[src/hdl/ncr_pkg.sv]
`timescale 1ns / 1ps
// Shared types, character codes and UTF-8 helpers for the numeric character reference decoder.
package ncr_pkg;

  localparam int unsigned WIN_DEPTH = 12;

  localparam logic [20:0] CP_MAX  = 21'h10FFFF;
  localparam logic [20:0] SURR_LO = 21'h00D800;
  localparam logic [20:0] SURR_HI = 21'h00DFFF;
  localparam logic [20:0] LIM_1B  = 21'h00007F;
  localparam logic [20:0] LIM_2B  = 21'h0007FF;
  localparam logic [20:0] LIM_3B  = 21'h00FFFF;

  localparam logic [7:0] LEAD_2B = 8'hC0;
  localparam logic [7:0] LEAD_3B = 8'hE0;
  localparam logic [7:0] LEAD_4B = 8'hF0;
  localparam logic [7:0] CONT_B  = 8'h80;
  localparam logic [5:0] CONT_M  = 6'h3F;

  localparam logic [7:0] CH_AMP  = 8'h26;
  localparam logic [7:0] CH_HASH = 8'h23;
  localparam logic [7:0] CH_SEMI = 8'h3B;
  localparam logic [7:0] CH_X_LO = 8'h78;
  localparam logic [7:0] CH_X_UP = 8'h58;
  localparam logic [7:0] CH_0    = 8'h30;
  localparam logic [7:0] CH_9    = 8'h39;
  localparam logic [7:0] CH_A_LO = 8'h61;
  localparam logic [7:0] CH_F_LO = 8'h66;
  localparam logic [7:0] CH_A_UP = 8'h41;
  localparam logic [7:0] CH_F_UP = 8'h46;

  // parse phases
  localparam logic [1:0] PH_IDLE   = 2'd0;
  localparam logic [1:0] PH_AMP    = 2'd1;
  localparam logic [1:0] PH_HASH   = 2'd2;
  localparam logic [1:0] PH_DIGITS = 2'd3;

  typedef struct packed {
    logic [7:0] in_byte;
    logic       text_last;
  } in_t;

  typedef struct packed {
    logic [7:0] out_byte;
    logic       run_last;
    logic       text_end;
  } out_t;

  typedef struct packed {
    logic feed_en;
    logic feed_input;
    logic utf_en;
    logic flush_en;
    logic close_en;
    logic close_last;
  } cmd_t;

  typedef struct packed {
    logic out_free;
    logic close_ok;
    logic pend_zero;
    logic held_zero;
    logic feed_success;
    logic utf_done;
    logic flush_done;
  } stat_t;

  // encoded length minus one
  function automatic logic [1:0] utf8_len_m1(input logic [20:0] cp);
    logic [1:0] n;
    if (cp <= LIM_1B) n = 2'd0;
    else if (cp <= LIM_2B) n = 2'd1;
    else if (cp <= LIM_3B) n = 2'd2;
    else n = 2'd3;
    return n;
  endfunction

  // rem counts down from len_m1 to 0; rem == len_m1 is the lead byte
  function automatic logic [7:0] utf8_byte(input logic [20:0] cp, input logic [1:0] len_m1,
                                           input logic [1:0] rem);
    logic [20:0] sh;
    logic [7:0]  lead;
    logic [7:0]  res;
    sh = cp >> (6 * rem);
    case (len_m1)
      2'd1:    lead = LEAD_2B;
      2'd2:    lead = LEAD_3B;
      2'd3:    lead = LEAD_4B;
      default: lead = 8'h00;
    endcase
    if (rem == len_m1) res = lead | sh[7:0];
    else res = CONT_B | {2'b00, sh[5:0] & CONT_M};
    return res;
  endfunction

endpackage

[src/hdl/ncr_ctrl.sv]
`timescale 1ns / 1ps
// Controller state machine: input accept, replay, UTF-8 emission, end-of-text flush and close.
module ncr_ctrl (
  input  logic          clk,
  input  logic          rst,
  input  logic          in_valid,
  input  logic          text_last,
  output logic          in_ready,
  input  ncr_pkg::stat_t stat,
  output ncr_pkg::cmd_t  cmd
);

  localparam logic [2:0] ST_IN    = 3'd0;
  localparam logic [2:0] ST_RUN   = 3'd1;
  localparam logic [2:0] ST_UTF   = 3'd2;
  localparam logic [2:0] ST_FLUSH = 3'd3;
  localparam logic [2:0] ST_CLOSE = 3'd4;

  logic [2:0] state, state_next;
  logic       last_flag, last_flag_next;

  always_comb begin
    state_next     = state;
    last_flag_next = last_flag;
    in_ready       = 1'b0;
    cmd            = '0;
    cmd.feed_input = (state == ST_IN);
    cmd.close_last = last_flag;
    case (state)
      ST_IN: begin
        in_ready = stat.out_free;
        if (in_valid && stat.out_free) begin
          cmd.feed_en    = 1'b1;
          last_flag_next = text_last;
          state_next     = stat.feed_success ? ST_UTF : ST_RUN;
        end
      end
      ST_RUN: begin
        if (stat.pend_zero) begin
          if (last_flag && !stat.held_zero) begin
            state_next = ST_FLUSH;
          end else if (stat.close_ok) begin
            cmd.close_en = 1'b1;
            state_next   = ST_IN;
          end
        end else if (stat.out_free) begin
          cmd.feed_en = 1'b1;
          if (stat.feed_success) state_next = ST_UTF;
        end
      end
      ST_UTF: begin
        if (stat.out_free) begin
          cmd.utf_en = 1'b1;
          if (stat.utf_done) state_next = ST_RUN;
        end
      end
      ST_FLUSH: begin
        if (stat.out_free) begin
          cmd.flush_en = 1'b1;
          if (stat.flush_done) state_next = ST_CLOSE;
        end
      end
      ST_CLOSE: begin
        if (stat.close_ok) begin
          cmd.close_en = 1'b1;
          state_next   = ST_IN;
        end
      end
      default: state_next = ST_IN;
    endcase
  end

  always_ff @(posedge clk) begin
    if (rst) begin
      state     <= ST_IN;
      last_flag <= 1'b0;
    end else begin
      state     <= state_next;
      last_flag <= last_flag_next;
    end
  end

endmodule

[src/hdl/ncr_datapath.sv]
`timescale 1ns / 1ps
// Datapath: replay window, parser registers, value accumulator, UTF-8 encoder and output stage.
module ncr_datapath #(
  parameter int unsigned MAX_DIGITS = 8
) (
  input  logic           clk,
  input  logic           rst,
  input  logic [7:0]     in_byte,
  input  ncr_pkg::cmd_t  cmd,
  output ncr_pkg::stat_t stat,
  output logic           out_valid,
  input  logic           out_ready,
  output ncr_pkg::out_t  out_data
);

  localparam logic [2:0] ACT_PASS  = 3'd0;
  localparam logic [2:0] ACT_START = 3'd1;
  localparam logic [2:0] ACT_HOLD  = 3'd2;
  localparam logic [2:0] ACT_FAIL  = 3'd3;
  localparam logic [2:0] ACT_OK    = 3'd4;

  // win[0 .. held_count-1] is the candidate, then pend_count bytes wait for replay
  logic [7:0]  win [ncr_pkg::WIN_DEPTH];
  logic [3:0]  held_count, pend_count, digit_count, flush_idx;
  logic [1:0]  parse_phase;
  logic        hex_mode, value_overflow;
  logic [20:0] code_value, cp;
  logic [1:0]  utf_len_m1, utf_rem;
  logic [7:0]  sb_byte;
  logic        sb_valid;

  logic [7:0]  b;
  logic        is_dec, is_alpha, is_digit;
  logic [3:0]  dval;
  logic [24:0] cv_ext, acc_sum;
  logic        acc_ovf;
  logic [2:0]  act;
  logic [1:0]  next_phase;
  logic        set_hex, acc_en;
  logic        emit;
  logic [7:0]  emit_byte;

  assign b        = cmd.feed_input ? in_byte : win[held_count];
  assign is_dec   = b inside {[ncr_pkg::CH_0 : ncr_pkg::CH_9]};
  assign is_alpha = b inside {[ncr_pkg::CH_A_LO : ncr_pkg::CH_F_LO],
                              [ncr_pkg::CH_A_UP : ncr_pkg::CH_F_UP]};
  assign is_digit = is_dec || (hex_mode && is_alpha);
  // low nibble of 'a'/'A' is 1, so +9 gives 10
  assign dval     = is_dec ? b[3:0] : b[3:0] + 4'd9;

  assign cv_ext  = {4'b0000, code_value};
  assign acc_sum = (hex_mode ? (cv_ext << 4) : ((cv_ext << 3) + (cv_ext << 1)))
                   + {21'd0, dval};
  assign acc_ovf = acc_sum > {4'b0000, ncr_pkg::CP_MAX};

  always_comb begin
    act        = ACT_FAIL;
    next_phase = parse_phase;
    set_hex    = 1'b0;
    acc_en     = 1'b0;
    case (parse_phase)
      ncr_pkg::PH_IDLE: begin
        act = (b == ncr_pkg::CH_AMP) ? ACT_START : ACT_PASS;
      end
      ncr_pkg::PH_AMP: begin
        if (b == ncr_pkg::CH_HASH) begin
          act        = ACT_HOLD;
          next_phase = ncr_pkg::PH_HASH;
        end
      end
      ncr_pkg::PH_HASH: begin
        if (b == ncr_pkg::CH_X_LO || b == ncr_pkg::CH_X_UP) begin
          act        = ACT_HOLD;
          set_hex    = 1'b1;
          next_phase = ncr_pkg::PH_DIGITS;
        end else if (is_dec) begin
          act        = ACT_HOLD;
          acc_en     = 1'b1;
          next_phase = ncr_pkg::PH_DIGITS;
        end
      end
      default: begin
        if (is_digit) begin
          if (digit_count < 4'(MAX_DIGITS)) begin
            act    = ACT_HOLD;
            acc_en = 1'b1;
          end
        end else if (b == ncr_pkg::CH_SEMI && digit_count != 4'd0 && !value_overflow &&
                     code_value != 21'd0 &&
                     !(code_value inside {[ncr_pkg::SURR_LO : ncr_pkg::SURR_HI]})) begin
          act = ACT_OK;
        end
      end
    endcase
  end

  assign emit = (cmd.feed_en && (act == ACT_PASS || act == ACT_FAIL)) ||
                cmd.utf_en || cmd.flush_en;

  always_comb begin
    if (cmd.utf_en) emit_byte = ncr_pkg::utf8_byte(cp, utf_len_m1, utf_rem);
    else if (cmd.flush_en) emit_byte = win[flush_idx];
    else if (act == ACT_PASS) emit_byte = b;
    else emit_byte = ncr_pkg::CH_AMP;
  end

  // window contents
  always_ff @(posedge clk) begin
    if (cmd.feed_en) begin
      case (act)
        ACT_START, ACT_HOLD: begin
          if (cmd.feed_input) win[held_count] <= b;
        end
        ACT_PASS, ACT_FAIL: begin
          // drop the head; a failing input byte lands right behind the candidate
          if (!cmd.feed_input || act == ACT_FAIL) begin
            for (int i = 0; i < ncr_pkg::WIN_DEPTH - 1; i++) begin
              win[i] <= (cmd.feed_input && (4'(i + 1) == held_count)) ? b : win[i + 1];
            end
          end
        end
        default: ;
      endcase
    end
  end

  // parser state and counts
  always_ff @(posedge clk) begin
    if (rst) begin
      held_count     <= '0;
      pend_count     <= '0;
      parse_phase    <= ncr_pkg::PH_IDLE;
      hex_mode       <= 1'b0;
      digit_count    <= '0;
      code_value     <= '0;
      value_overflow <= 1'b0;
      flush_idx      <= '0;
      utf_rem        <= '0;
    end else begin
      if (cmd.feed_en) begin
        case (act)
          ACT_PASS: begin
            if (!cmd.feed_input) pend_count <= pend_count - 4'd1;
          end
          ACT_START: begin
            held_count     <= 4'd1;
            parse_phase    <= ncr_pkg::PH_AMP;
            hex_mode       <= 1'b0;
            digit_count    <= '0;
            code_value     <= '0;
            value_overflow <= 1'b0;
            if (!cmd.feed_input) pend_count <= pend_count - 4'd1;
          end
          ACT_HOLD: begin
            held_count  <= held_count + 4'd1;
            parse_phase <= next_phase;
            if (set_hex) hex_mode <= 1'b1;
            if (!cmd.feed_input) pend_count <= pend_count - 4'd1;
            if (acc_en) begin
              digit_count <= digit_count + 4'd1;
              if (!value_overflow) begin
                if (acc_ovf) value_overflow <= 1'b1;
                else code_value <= acc_sum[20:0];
              end
            end
          end
          ACT_FAIL: begin
            held_count     <= '0;
            pend_count     <= cmd.feed_input ? held_count
                                             : held_count + pend_count - 4'd1;
            parse_phase    <= ncr_pkg::PH_IDLE;
            hex_mode       <= 1'b0;
            digit_count    <= '0;
            code_value     <= '0;
            value_overflow <= 1'b0;
          end
          ACT_OK: begin
            held_count     <= '0;
            pend_count     <= '0;
            parse_phase    <= ncr_pkg::PH_IDLE;
            hex_mode       <= 1'b0;
            digit_count    <= '0;
            code_value     <= '0;
            value_overflow <= 1'b0;
            utf_rem        <= ncr_pkg::utf8_len_m1(code_value);
          end
          default: ;
        endcase
      end
      if (cmd.utf_en) utf_rem <= utf_rem - 2'd1;
      if (cmd.flush_en) begin
        if (stat.flush_done) begin
          flush_idx      <= '0;
          held_count     <= '0;
          parse_phase    <= ncr_pkg::PH_IDLE;
          hex_mode       <= 1'b0;
          digit_count    <= '0;
          code_value     <= '0;
          value_overflow <= 1'b0;
        end else begin
          flush_idx <= flush_idx + 4'd1;
        end
      end
    end
  end

  always_ff @(posedge clk) begin
    if (cmd.feed_en && act == ACT_OK) begin
      cp         <= code_value;
      utf_len_m1 <= ncr_pkg::utf8_len_m1(code_value);
    end
  end

  // one byte is held back so the last beat of an item can be marked
  always_ff @(posedge clk) begin
    if (rst) begin
      sb_valid  <= 1'b0;
      out_valid <= 1'b0;
    end else begin
      if (emit) begin
        sb_byte  <= emit_byte;
        sb_valid <= 1'b1;
        if (sb_valid) begin
          out_data  <= '{out_byte: sb_byte, run_last: 1'b0, text_end: 1'b0};
          out_valid <= 1'b1;
        end else if (out_ready) begin
          out_valid <= 1'b0;
        end
      end else if (cmd.close_en && sb_valid) begin
        out_data  <= '{out_byte: sb_byte, run_last: 1'b1, text_end: cmd.close_last};
        out_valid <= 1'b1;
        sb_valid  <= 1'b0;
      end else if (out_ready) begin
        out_valid <= 1'b0;
      end
    end
  end

  assign stat.out_free     = !out_valid || out_ready;
  assign stat.close_ok     = !sb_valid || !out_valid || out_ready;
  assign stat.pend_zero    = (pend_count == 4'd0);
  assign stat.held_zero    = (held_count == 4'd0);
  assign stat.feed_success = (act == ACT_OK);
  assign stat.utf_done     = (utf_rem == 2'd0);
  assign stat.flush_done   = (flush_idx == held_count - 4'd1);

endmodule

[src/hdl/numeric_char_ref_to_utf8_core.sv]
`timescale 1ns / 1ps
// Top level of the numeric character reference to UTF-8 decoder.
//
//   channel | signals                          | beat
//   --------+----------------------------------+---------------------------------
//   input   | in_valid, in_ready, in_data      | one text byte and its last mark
//   output  | out_valid, out_ready, out_data   | one decoded byte, run/text end
//
// A byte that needs no replay is accepted, then its results are closed.
// A failed candidate adds a replay step per replayed byte, a decoded reference
// an emission per UTF-8 byte, and end of text a flush per held byte and a close.
// Any cycle that produces a byte waits until the output register can be loaded.
// Reset is synchronous and clears all counts and parser state; window bytes are
// not cleared, only written entries are read.
module numeric_char_ref_to_utf8_core #(
  parameter int unsigned MAX_DIGITS = 8
) (
  input  logic          clk,
  input  logic          rst,
  input  logic          in_valid,
  output logic          in_ready,
  input  ncr_pkg::in_t  in_data,
  output logic          out_valid,
  input  logic          out_ready,
  output ncr_pkg::out_t out_data
);

  ncr_pkg::cmd_t  cmd;
  ncr_pkg::stat_t stat;

  ncr_ctrl u_ctrl (
    .clk       (clk),
    .rst       (rst),
    .in_valid  (in_valid),
    .text_last (in_data.text_last),
    .in_ready  (in_ready),
    .stat      (stat),
    .cmd       (cmd)
  );

  ncr_datapath #(
    .MAX_DIGITS (MAX_DIGITS)
  ) u_datapath (
    .clk       (clk),
    .rst       (rst),
    .in_byte   (in_data.in_byte),
    .cmd       (cmd),
    .stat      (stat),
    .out_valid (out_valid),
    .out_ready (out_ready),
    .out_data  (out_data)
  );

endmodule
[config.mk]
export PLATFORM = sky130hd
export DESIGN_NAME = numeric_char_ref_to_utf8_core
export DESIGN_NICKNAME = d
export VERILOG_FILES = /design/src/hdl/ncr_pkg.sv /design/src/hdl/ncr_ctrl.sv /design/src/hdl/ncr_datapath.sv /design/src/hdl/numeric_char_ref_to_utf8_core.sv
export SDC_FILE = /design/constraint.sdc
export NUM_CORES = 1
export LEC_CHECK = 0
export ABC_AREA = 0
export CORE_MARGIN = 2
export CORE_UTILIZATION = 42
export CTS_CLUSTER_SIZE = 14
export DETAILED_ROUTE_END_ITERATION = 8
export DONT_BUFFER_PORTS = 1
export PLACE_DENSITY = 0.6
export SKIP_CTS_REPAIR_TIMING = 1
export SKIP_LAST_GASP = 1
export SLEW_MARGIN = 30
export SYNTH_ARGS = -nofsm -noshare
export SYNTH_HDL_FRONTEND = slang
export SYNTH_HIERARCHICAL = 1
export SYNTH_SLANG_ARGS = --single-unit
[constraint.sdc]
create_clock -name clk -period 6.2 [get_ports clk]
set_clock_uncertainty 0.1 [all_clocks]
set_input_delay 0.62 -clock clk [delete_from_list [all_inputs] [get_ports clk]]
set_output_delay 0.62 -clock clk [all_outputs]
set_load 0.03 [all_outputs]
==> impl_results.md <==
- Pwr/cell area: 442.5 mW/mm^2
- Worst-Margin Slew: 0.8951 ns
- Synth cell types: 106
- Fraction of final layout cells sized beyond drive strength 1: 21.61%
- Kind of end point of the critical path: flip-flop
- Port bufs: 0
- Post-synthesis register bit count: 222
- Cell internal power dissipation: 0.004664 W
- Sequential share of power: 35.3%
- Buffer and inverter count on the worst path: 1
- Clock latency of the later-clocked register in the worst-skew pair: 0.53 ns
- Total congestion overflow after global routing: 0
- VDD IR max: 320.4 uV
- Cell Count Post-Placement: 1743
- Final-report setup violation count: 0
- Antenna violations before repair: 1
- Family of cells with the greatest summed delay on the critical path: simple AND/OR/NAND/NOR gates
- Main flop type after synthesis: sky130_fd_sc_hd__edfxtp_1
- # H-tree levels: 1
- GR Util All Layers: 21.67%
- Launching element type of the critical path: flip-flop
- Synth Area per Inst: 11.42 um^2
- Via count of the first global-routing pass: 10870
- Max-slew violation count: 0
- Max-cap violations: 0
- Commonest cells in the netlist: 169 x sky130_fd_sc_hd__edfxtp_1, 109 x sky130_fd_sc_hd__nand2_1, 84 x sky130_fd_sc_hd__nor2_1
- Biggest area contributors in the synthesized netlist: sky130_fd_sc_hd__edfxtp_1 34%, sky130_fd_sc_hd__mux4_2 9.9%, sky130_fd_sc_hd__dfxtp_1 7.0%
- TritonCTS Buffers: 24
- Cell breakdown of the critical path: mux4_2, mux4_2, mux2_2, inv_2, ha_1, nor2_1, a31oi_1, a21oi_1, or3_1, o21ai_0, ha_1, fa_1, a21oi_1, nor3_2, nor3b_1, nand4_1, or4b_4, a22oi_1, o22a_2, nand3_4, mux2i_1
- Maximum buffer depth of the clock tree: 3
- Final non-filler cell total: 1789
- Final hold violation count: 0
- Core area: 0.03540 mm^2
- Hold WC Path Type: in2reg
- Crit path max fanout: 11
- Synth Instances: 1318
- Switching power as a share of total power: 36.06%
- Slowest cell delay on critical path: 0.58 ns
- Synthesized net count: 1382
- Fraction of the core area covered by cells at the end of the flow: 46.57%
- Placer's final routability congestion estimate: 0.9160
- Power dissipated by switching net loads: 0.002631 W
- Top cell type's share of synthesized area: 33.72%
- Outcome: complete, no violations
- Power share of the combinational group: 43.6%
- Final-layout worst hold slack: 0.06632 ns
- Die Footprint: 0.03736 mm^2
- Row cnt: 69
- Yosys warning count: 6
- Leakage dissipation: 5.711 nW
- Netlist area before placement: 0.01505 mm^2
- Number of antenna diodes: 0
- Max-slew headroom: 39.92%
- Data arrival at the endpoint of the critical path: 6.13 ns
- Design Area, Final: 0.01648 mm^2
- Post-detailed-placement cell area: 0.01558 mm^2
- Critical path start-end classification: reg2reg
- Clock period minus worst slack: 5.833 ns
- Post-synthesis async set-or-reset flop share: 0%
- Highest achievable clock rate: 171.4 MHz
- Share of synthesized area occupied by flip-flops and latches: 40.77%
- Routed vias/inst: 6.169
- I/O pin count: 25
- Via count of the routed design: 11040
- Overall die width: 193.3 um
- Detailed router's first-iteration violation count: 1058
- Detailed-routing iteration count for the pre-antenna-repair pass: 5
- Global-route wire length before repair: 64570 um
- Number of nets in the layout: 1374
- Layout overhead on the synthesized area: 9.519%
- Total routed wirelength: 40820 um
- Portion of the clock cycle consumed by the worst path in the final layout: 94.08%
- DRC viols: 0
- Half-perimeter wire length after placement: 29780 um
- Data required, critical path: 6.49 ns
- Crit path max-delay cell type: sky130_fd_sc_hd__or4b_4
- TritonCTS clock tree: done
- Clock share of power: 21.1%
- Cell at the root of the clock tree: sky130_fd_sc_hd__clkbuf_16
- Most numerous cell in the Yosys netlist: sky130_fd_sc_hd__edfxtp_1
- Antenna Nets Post-Route: 0
- Vertical extent of the die: 193.3 um
- Initial Util: 42.52%
- Average routed wire per standard cell: 22.81 um
- EDFF count, synth: 169
- Clk pin slew, worst setup/hold paths: 0.07 ns
- Filler Cells Inserted: 3211
- Sink count of the clock tree: 222
- Maximum number of pins on one net before global-route repair: 48
- Cell accounting for the most synthesized area: sky130_fd_sc_hd__edfxtp_1
-- logic make-up (layout without fill, tap and decap cells) --
group / after synthesis / in the layout / synth area share (%)
buffers and inverters: 135 / 145 / 4.098
and+or+nand+nor: 366 / 366 / 12.26
AOI/OAI and AO/OA: 282 / 282 / 14.26
xor gates and xnor gates: 39 / 39 / 2.269
muxes: 223 / 223 / 21.96
DFF: 222 / 222 / 40.77
adders and majority gates: 51 / 51 / 4.389
-- cell type report --
type	count	area (um^2)	area share [%]
Clock buffer	33	654.4	3.970
Clock inverter	11	196.4	1.192
Inverter	53	198.9	1.207
Multi-Input combinational cell	961	8346	50.63
Sequential cell	222	6143	37.27
Tap cell	461	576.8	3.499
Timing Repair Buffer	48	367.9	2.232
-- through the flow --
stage          worst slack (ns)  power (W)  setup TNS, ns
6_report                 0.3671   0.007294              0
2_1_floorplan            0.3752   0.004805              0
4_1_cts                 0.06434   0.007286              0
5_1_grt               -0.004299   0.007653      -0.004299
3_5_place_dp             0.1323   0.005729              0
3_3_place_gp             0.2639   0.005686              0
-- cells in the final DEF, fill, tap and decap left out, types with 23 or more instances in the layout --
cell type                   synthesis  layout
sky130_fd_sc_hd__nor2b_1           25      25
sky130_fd_sc_hd__ha_1              48      48
sky130_fd_sc_hd__buf_4              6      46
sky130_fd_sc_hd__dfxtp_1           53      49
sky130_fd_sc_hd__mux2_4            26      26
sky130_fd_sc_hd__mux2_2            53      53
sky130_fd_sc_hd__nand2_1          109     109
sky130_fd_sc_hd__mux2i_1           50      50
sky130_fd_sc_hd__o22ai_1           23      23
sky130_fd_sc_hd__edfxtp_1         169     169
sky130_fd_sc_hd__inv_1             50      49
sky130_fd_sc_hd__nor2_1            84      84
sky130_fd_sc_hd__o21ai_0           43      43
sky130_fd_sc_hd__a21oi_1           47      46
sky130_fd_sc_hd__mux2_1            27      27
sky130_fd_sc_hd__mux4_2            66      66
sky130_fd_sc_hd__clkbuf_16          0      24
-- metal layers --
layer / share of wire (%) / track usage, % / wire (um) / vias to the layer above
met5: 0.025 / 0 / 10 / -
met2: 46 / 34.52 / 18690 / 385
met3: 6.2 / 2.615 / 2548 / 81
li1: - / - / - / 5078
met4: 3.2 / 6.870 / 1302 / 2
met1: 45 / 30.91 / 18270 / 5490
-- sequential cells by signal (all words and copies together) (netlist names), 4 cells and up, named ones only --
| name | flops |
|---|---|
| u_datapath/held_count | 4 |
| u_datapath/out_data | 10 |
| u_datapath/flush_idx | 4 |
| u_datapath/pend_count | 4 |
| u_datapath/sb_byte | 8 |
| u_datapath/cp | 21 |
| u_datapath/digit_count | 4 |
| u_datapath/code_value | 21 |
| u_datapath/win | 128 |
-- worst paths after layout --
kind,start,slack [ns],cells past startpoint,to
max,u_datapath/held_count[1]$_SDFF_PP0_,0.37,21,u_datapath/code_value[19]$_SDFF_PP0_
min,rst,0.07,1,u_datapath/pend_count[0]$_SDFFE_PP0P_
max reg2reg,u_datapath/held_count[1]$_SDFF_PP0_,0.37,21,u_datapath/code_value[19]$_SDFF_PP0_
min reg2reg,u_datapath/sb_byte[1]$_DFFE_PP_,0.31,0,u_datapath/out_data[3]$_DFFE_PP_
-- power by group through the flow --
stage               Sequential, W  Clock (W)  Combinational (W)
CTS                       0.00257    0.00157            0.00315
detailed placement        0.00259          0            0.00313
global route              0.00261    0.00163            0.00341
floorplan                 0.00246          0            0.00234
global placement          0.00258          0            0.00310
finish                    0.00257    0.00154            0.00318
Note: power is estimated with default switching activity, not from simulation.
